==> config.mk <==
export PLATFORM = sky130hd
export DESIGN_NAME = integer_to_digit_text_top
export DESIGN_NICKNAME = d
export VERILOG_FILES = /design/src/sv/itd_pkg.sv /design/src/sv/itd_cell.sv /design/src/sv/integer_to_digit_text_top.sv
export SDC_FILE = /design/constraint.sdc
export NUM_CORES = 2
export LEC_CHECK = 0
export BUFFER_PORTS_ARGS = -buffer_cell sky130_fd_sc_hd__clkbuf_2
export CAP_MARGIN = 5
export CORE_ASPECT_RATIO = 0.6
export CORE_MARGIN = 3
export CORE_UTILIZATION = 40
export DETAILED_ROUTE_END_ITERATION = 10
export GPL_TIMING_DRIVEN = 0
export PLACE_DENSITY_LB_ADDON = 0.3
export SLEW_MARGIN = 0
export SYNTH_ARGS = -nofsm -noshare
export SYNTH_HDL_FRONTEND = slang
export SYNTH_SLANG_ARGS = --single-unit
==> constraint.sdc <==
create_clock -name clock -period 15 [get_ports clock]
set_clock_uncertainty 0.05 [all_clocks]
set_input_delay 1.5 -clock clock [delete_from_list [all_inputs] [get_ports clock]]
set_output_delay 1.5 -clock clock [all_outputs]
set_load 0.005 [all_outputs]
==> src/sv/itd_pkg.sv <==
// shared types, constants and a character helper for the integer to digit text block
package itd_pkg;

   localparam int unsigned VALUE_BITS_W = 64;
   localparam int unsigned RADIX_W      = 6;
   localparam int unsigned DIGIT_W      = 6;
   localparam int unsigned CHAR_W       = 8;

   localparam logic [RADIX_W-1:0] RADIX_MIN   = 6'd2;
   localparam logic [RADIX_W-1:0] RADIX_MAX   = 6'd36;
   localparam logic [RADIX_W-1:0] RADIX_TEN   = 6'd10;
   localparam logic [RADIX_W-1:0] RADIX_RESET = 6'd10;

   localparam logic [CHAR_W-1:0]  CHAR_ZERO  = 8'h30;
   localparam logic [CHAR_W-1:0]  CHAR_A     = 8'h61;
   localparam logic [CHAR_W-1:0]  CHAR_MINUS = 8'h2d;
   localparam logic [DIGIT_W-1:0] DIGIT_MAX  = 6'd9;
   localparam logic [CHAR_W-1:0]  LETTER_OFS = 8'd10;

   typedef struct packed {
      logic [VALUE_BITS_W-1:0] value_bits;
      logic                    treat_as_signed;
   } req_type;

   typedef struct packed {
      logic [CHAR_W-1:0] text_char;
      logic              last_char;
   } rsp_type;

   // broadcast from the sequencer to every cell
   typedef struct packed {
      logic               clear;
      logic               shift;
      logic [RADIX_W-1:0] radix;
   } itd_ctrl_type;

   // neighbor link: quotient bit stream plus digit / existence for the readout shift
   typedef struct packed {
      logic               bit_vld;
      logic               bit_val;
      logic [DIGIT_W-1:0] digit;
      logic               nz;
   } itd_link_type;

   typedef enum logic [1:0] {
      ST_IDLE,
      ST_DIV,
      ST_SIGN,
      ST_OUT
   } itd_state_type;

   function automatic logic [CHAR_W-1:0] digit_to_ascii(input logic [DIGIT_W-1:0] d);
      logic [CHAR_W-1:0] d_ext;
      d_ext = {{(CHAR_W-DIGIT_W){1'b0}}, d};
      if (d > DIGIT_MAX) begin
         return CHAR_A + d_ext - LETTER_OFS;
      end
      return CHAR_ZERO + d_ext;
   endfunction

endpackage

==> src/sv/itd_cell.sv <==
// one bit-serial divide-by-radix cell, also one stage of the digit readout shift chain
module itd_cell (
   input  logic                 clock,
   input  logic                 reset,
   input  itd_pkg::itd_ctrl_type ctrl,
   input  logic                 nz_seed,
   input  itd_pkg::itd_link_type link_in,
   output itd_pkg::itd_link_type link_out
);

   logic [itd_pkg::DIGIT_W-1:0] rem_ff, rem_in;
   logic                        nz_ff, nz_in;
   logic                        vld_ff, vld_in;
   logic                        q_ff, q_in;

   logic [itd_pkg::DIGIT_W:0]   trial;
   logic [itd_pkg::DIGIT_W:0]   radix_ext;
   logic [itd_pkg::DIGIT_W:0]   diff;
   logic                        ge;

   assign trial     = {rem_ff, link_in.bit_val};
   assign radix_ext = {1'b0, ctrl.radix};
   assign ge        = (trial >= radix_ext);
   assign diff      = trial - radix_ext;

   always_comb begin
      rem_in = rem_ff;
      nz_in  = nz_ff;
      vld_in = 1'b0;
      q_in   = q_ff;
      priority if (ctrl.clear) begin
         rem_in = '0;
         nz_in  = nz_seed;
      end else if (ctrl.shift) begin
         rem_in = link_in.digit;
         nz_in  = link_in.nz;
      end else if (link_in.bit_vld) begin
         // restoring step: remainder stays below radix, so diff fits the digit width
         rem_in = ge ? diff[itd_pkg::DIGIT_W-1:0] : trial[itd_pkg::DIGIT_W-1:0];
         q_in   = ge;
         vld_in = 1'b1;
         nz_in  = nz_ff | link_in.bit_val;
      end else begin
         // between passes the cell just holds
         rem_in = rem_ff;
      end
   end

   always_ff @(posedge clock) begin
      if (reset) begin
         nz_ff  <= 1'b0;
         vld_ff <= 1'b0;
      end else begin
         nz_ff  <= nz_in;
         vld_ff <= vld_in;
      end
   end

   always_ff @(posedge clock) begin
      rem_ff <= rem_in;
      q_ff   <= q_in;
   end

   assign link_out.bit_vld = vld_ff;
   assign link_out.bit_val = q_ff;
   assign link_out.digit   = rem_ff;
   assign link_out.nz      = nz_ff;

endmodule

==> src/sv/integer_to_digit_text_top.sv <==
// integer to ascii text converter: divider cell chain, readout sequencer and ports
// a number is converted by a bit-serial division pass, then shifted out of the row; a minus
//   sign, when present, leads the digits, and digit characters then follow one per cycle
// one number is taken at a time: busy stays high through the bit-serial quotient pass
//   through the cell row and the shift readout of the row
// reset: synchronous, radix back to ten, sequencer idle, no strobe; the receiver cannot stall
module integer_to_digit_text_top #(
   parameter int unsigned MAX_DIGITS  = 64,
   parameter int unsigned VALUE_WIDTH = 64
) (
   input  logic                          clock,
   input  logic                          reset,
   // request channel
   input  logic                          start,
   output logic                          busy,
   input  itd_pkg::req_type              req_data,
   // result channel, one character per strobe
   output logic                          rsp_valid,
   output itd_pkg::rsp_type              rsp_data,
   // radix register
   input  logic                          csr_we,
   input  logic [itd_pkg::RADIX_W-1:0]   csr_wdata
);

   // the division pass lasts until the last dividend bit has crossed the whole row
   localparam int unsigned DIV_CYCLES = VALUE_WIDTH + MAX_DIGITS - 1;
   localparam int unsigned CNT_W      = $clog2(DIV_CYCLES);
   localparam logic [CNT_W-1:0] DIV_LAST   = CNT_W'(DIV_CYCLES - 1);
   localparam logic [CNT_W-1:0] FEED_LIMIT = CNT_W'(VALUE_WIDTH);

   // radix register and its clamped form
   logic [itd_pkg::RADIX_W-1:0] radix_ff, radix_in;
   logic [itd_pkg::RADIX_W-1:0] radix_eff;

   always_comb begin
      radix_in = csr_we ? csr_wdata : radix_ff;
   end

   always_comb begin
      priority if (radix_ff < itd_pkg::RADIX_MIN) begin
         radix_eff = itd_pkg::RADIX_MIN;
      end else if (radix_ff > itd_pkg::RADIX_MAX) begin
         radix_eff = itd_pkg::RADIX_MAX;
      end else begin
         radix_eff = radix_ff;
      end
   end

   // sequencer state
   itd_pkg::itd_state_type state_ff, state_in;
   logic [CNT_W-1:0]       cnt_ff, cnt_in;
   logic                   minus_ff, minus_in;
   logic [VALUE_WIDTH-1:0] value_ff, value_in;

   // result output register
   logic             rsp_valid_ff, rsp_valid_in;
   itd_pkg::rsp_type rsp_data_ff, rsp_data_in;

   // cell row: links[k] feeds cell k, links[k+1] is what it hands on
   itd_pkg::itd_ctrl_type ctrl;
   itd_pkg::itd_link_type links [0:MAX_DIGITS];
   itd_pkg::itd_link_type feed_link;

   logic                   accept;
   logic [VALUE_WIDTH-1:0] v_masked;
   logic [VALUE_WIDTH-1:0] v_neg;
   logic                   take_neg;
   logic                   top_nz;
   logic                   next_nz;

   assign accept   = start && (state_ff == itd_pkg::ST_IDLE);
   assign v_masked = req_data.value_bits[VALUE_WIDTH-1:0];
   assign v_neg    = ~v_masked + 1'b1;
   // minus only for a negative signed value in base ten
   assign take_neg = req_data.treat_as_signed && (radix_eff == itd_pkg::RADIX_TEN)
                     && v_masked[VALUE_WIDTH-1];

   // top of the row holds the most significant digit still waiting
   assign top_nz  = links[MAX_DIGITS].nz;
   assign next_nz = links[MAX_DIGITS-1].nz;

   // bottom of the row
   assign links[0] = feed_link;

   always_comb begin
      state_in     = state_ff;
      cnt_in       = cnt_ff;
      minus_in     = minus_ff;
      value_in     = value_ff;
      rsp_valid_in = 1'b0;
      rsp_data_in  = rsp_data_ff;
      ctrl.clear   = 1'b0;
      ctrl.shift   = 1'b0;
      ctrl.radix   = radix_eff;
      // cell zero eats the dividend msb first, nothing flows in from below on readout
      feed_link.bit_vld = 1'b0;
      feed_link.bit_val = value_ff[VALUE_WIDTH-1];
      feed_link.digit   = '0;
      feed_link.nz      = 1'b0;

      unique case (state_ff)
         itd_pkg::ST_IDLE: begin
            if (accept) begin
               ctrl.clear = 1'b1;
               cnt_in     = '0;
               minus_in   = take_neg;
               value_in   = take_neg ? v_neg : v_masked;
               state_in   = itd_pkg::ST_DIV;
            end
         end
         itd_pkg::ST_DIV: begin
            // quotient bits ripple one cell per cycle behind the dividend feed
            if (cnt_ff < FEED_LIMIT) begin
               feed_link.bit_vld = 1'b1;
               value_in          = value_ff << 1;
            end
            cnt_in = cnt_ff + 1'b1;
            if (cnt_ff == DIV_LAST) begin
               state_in = minus_ff ? itd_pkg::ST_SIGN : itd_pkg::ST_OUT;
            end
         end
         itd_pkg::ST_SIGN: begin
            rsp_valid_in          = 1'b1;
            rsp_data_in.text_char = itd_pkg::CHAR_MINUS;
            rsp_data_in.last_char = 1'b0;
            minus_in              = 1'b0;
            state_in              = itd_pkg::ST_OUT;
         end
         itd_pkg::ST_OUT: begin
            // shift the row up; leading non-digits are dropped, real digits go out
            ctrl.shift = 1'b1;
            if (top_nz) begin
               rsp_valid_in          = 1'b1;
               rsp_data_in.text_char = itd_pkg::digit_to_ascii(links[MAX_DIGITS].digit);
               rsp_data_in.last_char = !next_nz;
               if (!next_nz) begin
                  state_in = itd_pkg::ST_IDLE;
               end
            end
         end
         default: begin
            state_in = itd_pkg::ST_IDLE;
         end
      endcase
   end

   genvar k;
   generate
      for (k = 0; k < MAX_DIGITS; k++) begin : g_cell
         // cell zero always stands for a digit, even for a zero value
         itd_cell u_cell (
            .clock    (clock),
            .reset    (reset),
            .ctrl     (ctrl),
            .nz_seed  (k == 0),
            .link_in  (links[k]),
            .link_out (links[k+1])
         );
      end
   endgenerate

   always_ff @(posedge clock) begin
      if (reset) begin
         radix_ff     <= itd_pkg::RADIX_RESET;
         state_ff     <= itd_pkg::ST_IDLE;
         cnt_ff       <= '0;
         minus_ff     <= 1'b0;
         rsp_valid_ff <= 1'b0;
      end else begin
         radix_ff     <= radix_in;
         state_ff     <= state_in;
         cnt_ff       <= cnt_in;
         minus_ff     <= minus_in;
         rsp_valid_ff <= rsp_valid_in;
      end
   end

   // payload registers
   always_ff @(posedge clock) begin
      value_ff    <= value_in;
      rsp_data_ff <= rsp_data_in;
   end

   assign busy      = (state_ff != itd_pkg::ST_IDLE);
   assign rsp_valid = rsp_valid_ff;
   assign rsp_data  = rsp_data_ff;

   // a request always starts a fresh division pass
   a_start_div: assert property (@(posedge clock) disable iff (reset)
      (start && !busy) |=> (state_ff == itd_pkg::ST_DIV) && (cnt_ff == '0))
      else $error("accepted request did not start a division pass");

   // the last character of a number ends the request
   a_last_ends: assert property (@(posedge clock) disable iff (reset)
      (rsp_valid_ff && rsp_data_ff.last_char) |-> (state_ff == itd_pkg::ST_IDLE))
      else $error("last character seen while the sequencer is still busy");

   // no character without a request in flight
   a_rsp_busy: assert property (@(posedge clock) disable iff (reset)
      rsp_valid_ff |-> $past(state_ff != itd_pkg::ST_IDLE))
      else $error("character strobe without a request in flight");

   // minus sign only in base ten
   a_minus_ten: assert property (@(posedge clock) disable iff (reset)
      (rsp_valid_ff && (rsp_data_ff.text_char == itd_pkg::CHAR_MINUS))
         |-> (radix_eff == itd_pkg::RADIX_TEN))
      else $error("minus sign emitted outside base ten");

endmodule

==> flow_metrics.env <==
export IMPL_tns_ps=0
export IMPL_grt_ovfl_total=0
export IMPL_r2r_cells=7
export IMPL_cts_tree="built"
export IMPL_setup_viol=0
export IMPL_nets=6717
export IMPL_period_needed_ps=4640
export IMPL_ys_ff_latch=664
export IMPL_synthFlopType="dfxtp_1"
export IMPL_grt_max_degree=53
export IMPL_holdBufCountCts=0
export IMPL_outcome="finished with violations"
export IMPL_p_comb_share_pct=39.4
export IMPL_num_vias=46380
export IMPL_post_cts_repair_setup_buffers=0
export IMPL_antenna_found_initial=7
export IMPL_cts_resized=0
export IMPL_coreArea_sq_mm=0.118
export IMPL_leakagePower_nw=21.7
export IMPL_clockRootBuffer="clkbuf_16"
export IMPL_die_h_um=275
export IMPL_initial_core_util_pct=40.8
export IMPL_worstMarginPinSlew_ps=1510
export IMPL_pwr_share_seq_pct=33.7
export IMPL_cp_arrival_ps=4950
export IMPL_drt_vias_per_instance=5.98
export IMPL_grt_pass1_wl_mm=262
export IMPL_synth_cell_types=76
export IMPL_drt_initial_drc_count=5671
export IMPL_highest_layer="met5"
export IMPL_p_clk_share_pct=26.9
export IMPL_io_buffers=83
export IMPL_post_drt_wl_per_cell_um=22.7
export IMPL_multiInputGateArea_sq_mm=0.0314
export IMPL_area_delta_synth_final_pct=11.1
export IMPL_gp_congestion=0.957
export IMPL_cts_buffer_depth=3
export IMPL_max_cap_viol_count=1
export IMPL_grt_pass1_vias=41570
export IMPL_async_reset_ff_share_pct=0
export IMPL_first_pass_iters=6
export IMPL_drive_above_1_share_pct=5.93
export IMPL_routed_wl_met3_mm=24.8
export IMPL_slew_headroom_pct=-0.563
export IMPL_syn_num_nets=6536
export IMPL_max_vdd_ir_drop_uv=81.8
export IMPL_n_fill_cell=11617
export IMPL_p_sw_mw=2.84
export IMPL_cts_made_buffers=70
export IMPL_violations="capacitance limit, slew limit"
export IMPL_synthCells=5937
export IMPL_worstSetupStartpointType="flip-flop"
export IMPL_num_rows=97
export IMPL_wl_met1_mm=84.4
export IMPL_clk_latency_ps=670
export IMPL_power_density_mw_per_mm2=129
export IMPL_whs_path_depth=2
export IMPL_yosysSeqAreaShare_pct=30.5
export IMPL_dpl_hpwl_mm=130
export IMPL_cts_sinks=664
export IMPL_final_period_utilization_pct=30.9
export IMPL_drcViolationCount=0
export IMPL_fin_area_sq_mm=0.0535
export IMPL_placed_cell_area_sq_mm=0.0510
export IMPL_finalMaxSlewViolations=11
export IMPL_crit_type="reg2reg"
export IMPL_ys_warn_count=0
export IMPL_worstPathMaxFanout=10
export IMPL_clk_pin_slew_ps=60
export IMPL_seqCellArea_sq_mm=0.0147
export IMPL_cts_max_level=3
export IMPL_hold_path_class="reg2reg"
export IMPL_die_w_um=454
export IMPL_hold_viol=0
export IMPL_rsz0062_at_grt="no"
export IMPL_wl_met2_mm=63.3
export IMPL_worst_hold_slack_ps=432
export IMPL_endpoint_kind="flip-flop"
export IMPL_switching_share_pct=41.2
export IMPL_p_int_mw=4.06
export IMPL_ant_nets=0
export IMPL_postSynthAreaPerCell_sq_um=8.10
export IMPL_wl_mm=176
export IMPL_cp_required_ps=15310
export IMPL_clock_fmax_mhz=216
export IMPL_ios=86
export IMPL_die_area_sq_mm=0.125
export IMPL_synth_area_sq_mm=0.0481
export IMPL_synth_edf_count=136
export IMPL_grt_total_usage_pct=27.2
[flip-flops by register name, summed over array words and instances (netlist names)]
| register | count |
|---|---|
| g_cell.u_cell.q_ff | 63 |
| radix_ff | 6 |
| rsp_valid | 1 |
| g_cell.u_cell.rem_ff | 384 |
| minus_ff | 1 |
| state_ff | 2 |
| rsp_data | 9 |
| g_cell.u_cell.vld_ff | 63 |
| value_ff | 64 |
| cnt_ff | 7 |
| g_cell.u_cell.nz_ff | 64 |
[kinds of logic after synthesis]
family	after synthesis	synth area share, %
multiplexers	265	5.66
adder cells (fa/ha/maj)	524	14.6
AND/OR/NAND/NOR	1948	19.3
flip-flops	664	30.5
XOR/XNOR	258	4.70
AO/OA/AOI/OAI	1716	20.9
buffers and inverters	562	4.41
[area by class of cell]
cell class | instances | share of cell area [%]
clock buffers | 105 | 4.08
flip-flops and latches | 664 | 27.4
multi-input cells | 4711 | 58.7
diodes | 2 | 0.00936
inverters | 328 | 2.31
repair buffers | 109 | 1.81
plain buffers | 234 | 1.67
well taps | 1584 | 3.71
clock inverters | 20 | 0.309
[power groups by stage]
| stage | Clock, mW | Combinational [mW] | Sequential, mW |
|---|---|---|---|
| 2_1_floorplan | 0 | 1.73 | 2.27 |
| 3_3_place_gp | 0 | 2.53 | 2.36 |
| 3_5_place_dp | 0 | 2.60 | 2.35 |
| 4_1_cts | 1.87 | 2.62 | 2.32 |
| 5_1_grt | 1.94 | 2.93 | 2.35 |
| 6_report | 1.86 | 2.72 | 2.33 |
[per-stage QoR]
stage | worst slack [ps] | power, mW | std cells | util [%]
final | 10360 | 6.91 | 7757 | 45.3
after global routing | 10490 | 7.21 | 7755 | 45.3
after CTS | 10810 | 6.80 | 7751 | 45.3
after detailed placement | 10120 | 4.95 | 7626 | 43.3
after global placement | -10520 | 4.89 | 7604 | 42.8
after floorplan | 183 | 3.99 | 5937 | -
[cells in the mapped netlist (99+ instances only)]
cell / number / share of area (%)
mux2i_1: 209 / 4.3
o31ai_1: 158 / 2.5
xnor2_1: 149 / 2.7
dfxtp_1: 528 / 22
clkbuf_1: 214 / 1.7
a21oi_1: 621 / 6.5
ha_1: 460 / 12
edfxtp_1: 136 / 8.5
nor2_1: 519 / 4.1
a31oi_1: 99 / 1.3
nand2b_1: 228 / 3.0
inv_1: 326 / 2.5
nand3_1: 168 / 1.7
nand2_1: 560 / 4.4
nor3_1: 158 / 1.6
o21ai_0: 464 / 4.8
xor2_1: 109 / 2.0
[metal layers]
metal  up-vias  GRT usage (%)
met1     21832           43.6
met5         -              0
met2      2654           34.0
met4         2           5.62
met3       244           8.92
li1      21648              -
[critical path, stage by stage (launching register included)]
cell	delay [ps]
dfxtp_1	350
ha_1	220
clkbuf_1	280
inv_2	290
clkbuf_1	980
clkbuf_1	1060
clkbuf_1	970
nor2_1	110
[final timing paths]
| kind | start | endpoint | slack (ps) |
|---|---|---|---|
| min reg2reg | g_cell[2].u_cell.nz_ff | g_cell[3].u_cell.nz_ff | 430 |
| max reg2reg | state_ff[0] | rsp_data[5] | 10360 |
| max | state_ff[0] | rsp_data[5] | 10360 |
| min | g_cell[2].u_cell.nz_ff | g_cell[3].u_cell.nz_ff | 430 |
[cells in the final DEF (no fill, tap or decap), drive strengths merged, types with 44 or more instances in the layout]
cell type  synthesis  layout
or3               54      54
nand2b           228     228
mux2              56      56
fa                64      64
xnor2            149     149
mux2i            209     209
nor3             159     159
o21ai            471     471
nor2             519     519
o22ai             81      81
clkbuf           222     410
nand2            561     561
xor2             109     109
edfxtp           136     136
a21boi            44      44
dfxtp            528     528
inv              327     329
a21oi            622     622
nand3            168     168
o31ai            159     159
a31oi            101     101
a21o              80      80
o211ai            45      45
and3              87      87
ha               460     460
Note: power is estimated with default switching activity, not from simulation.
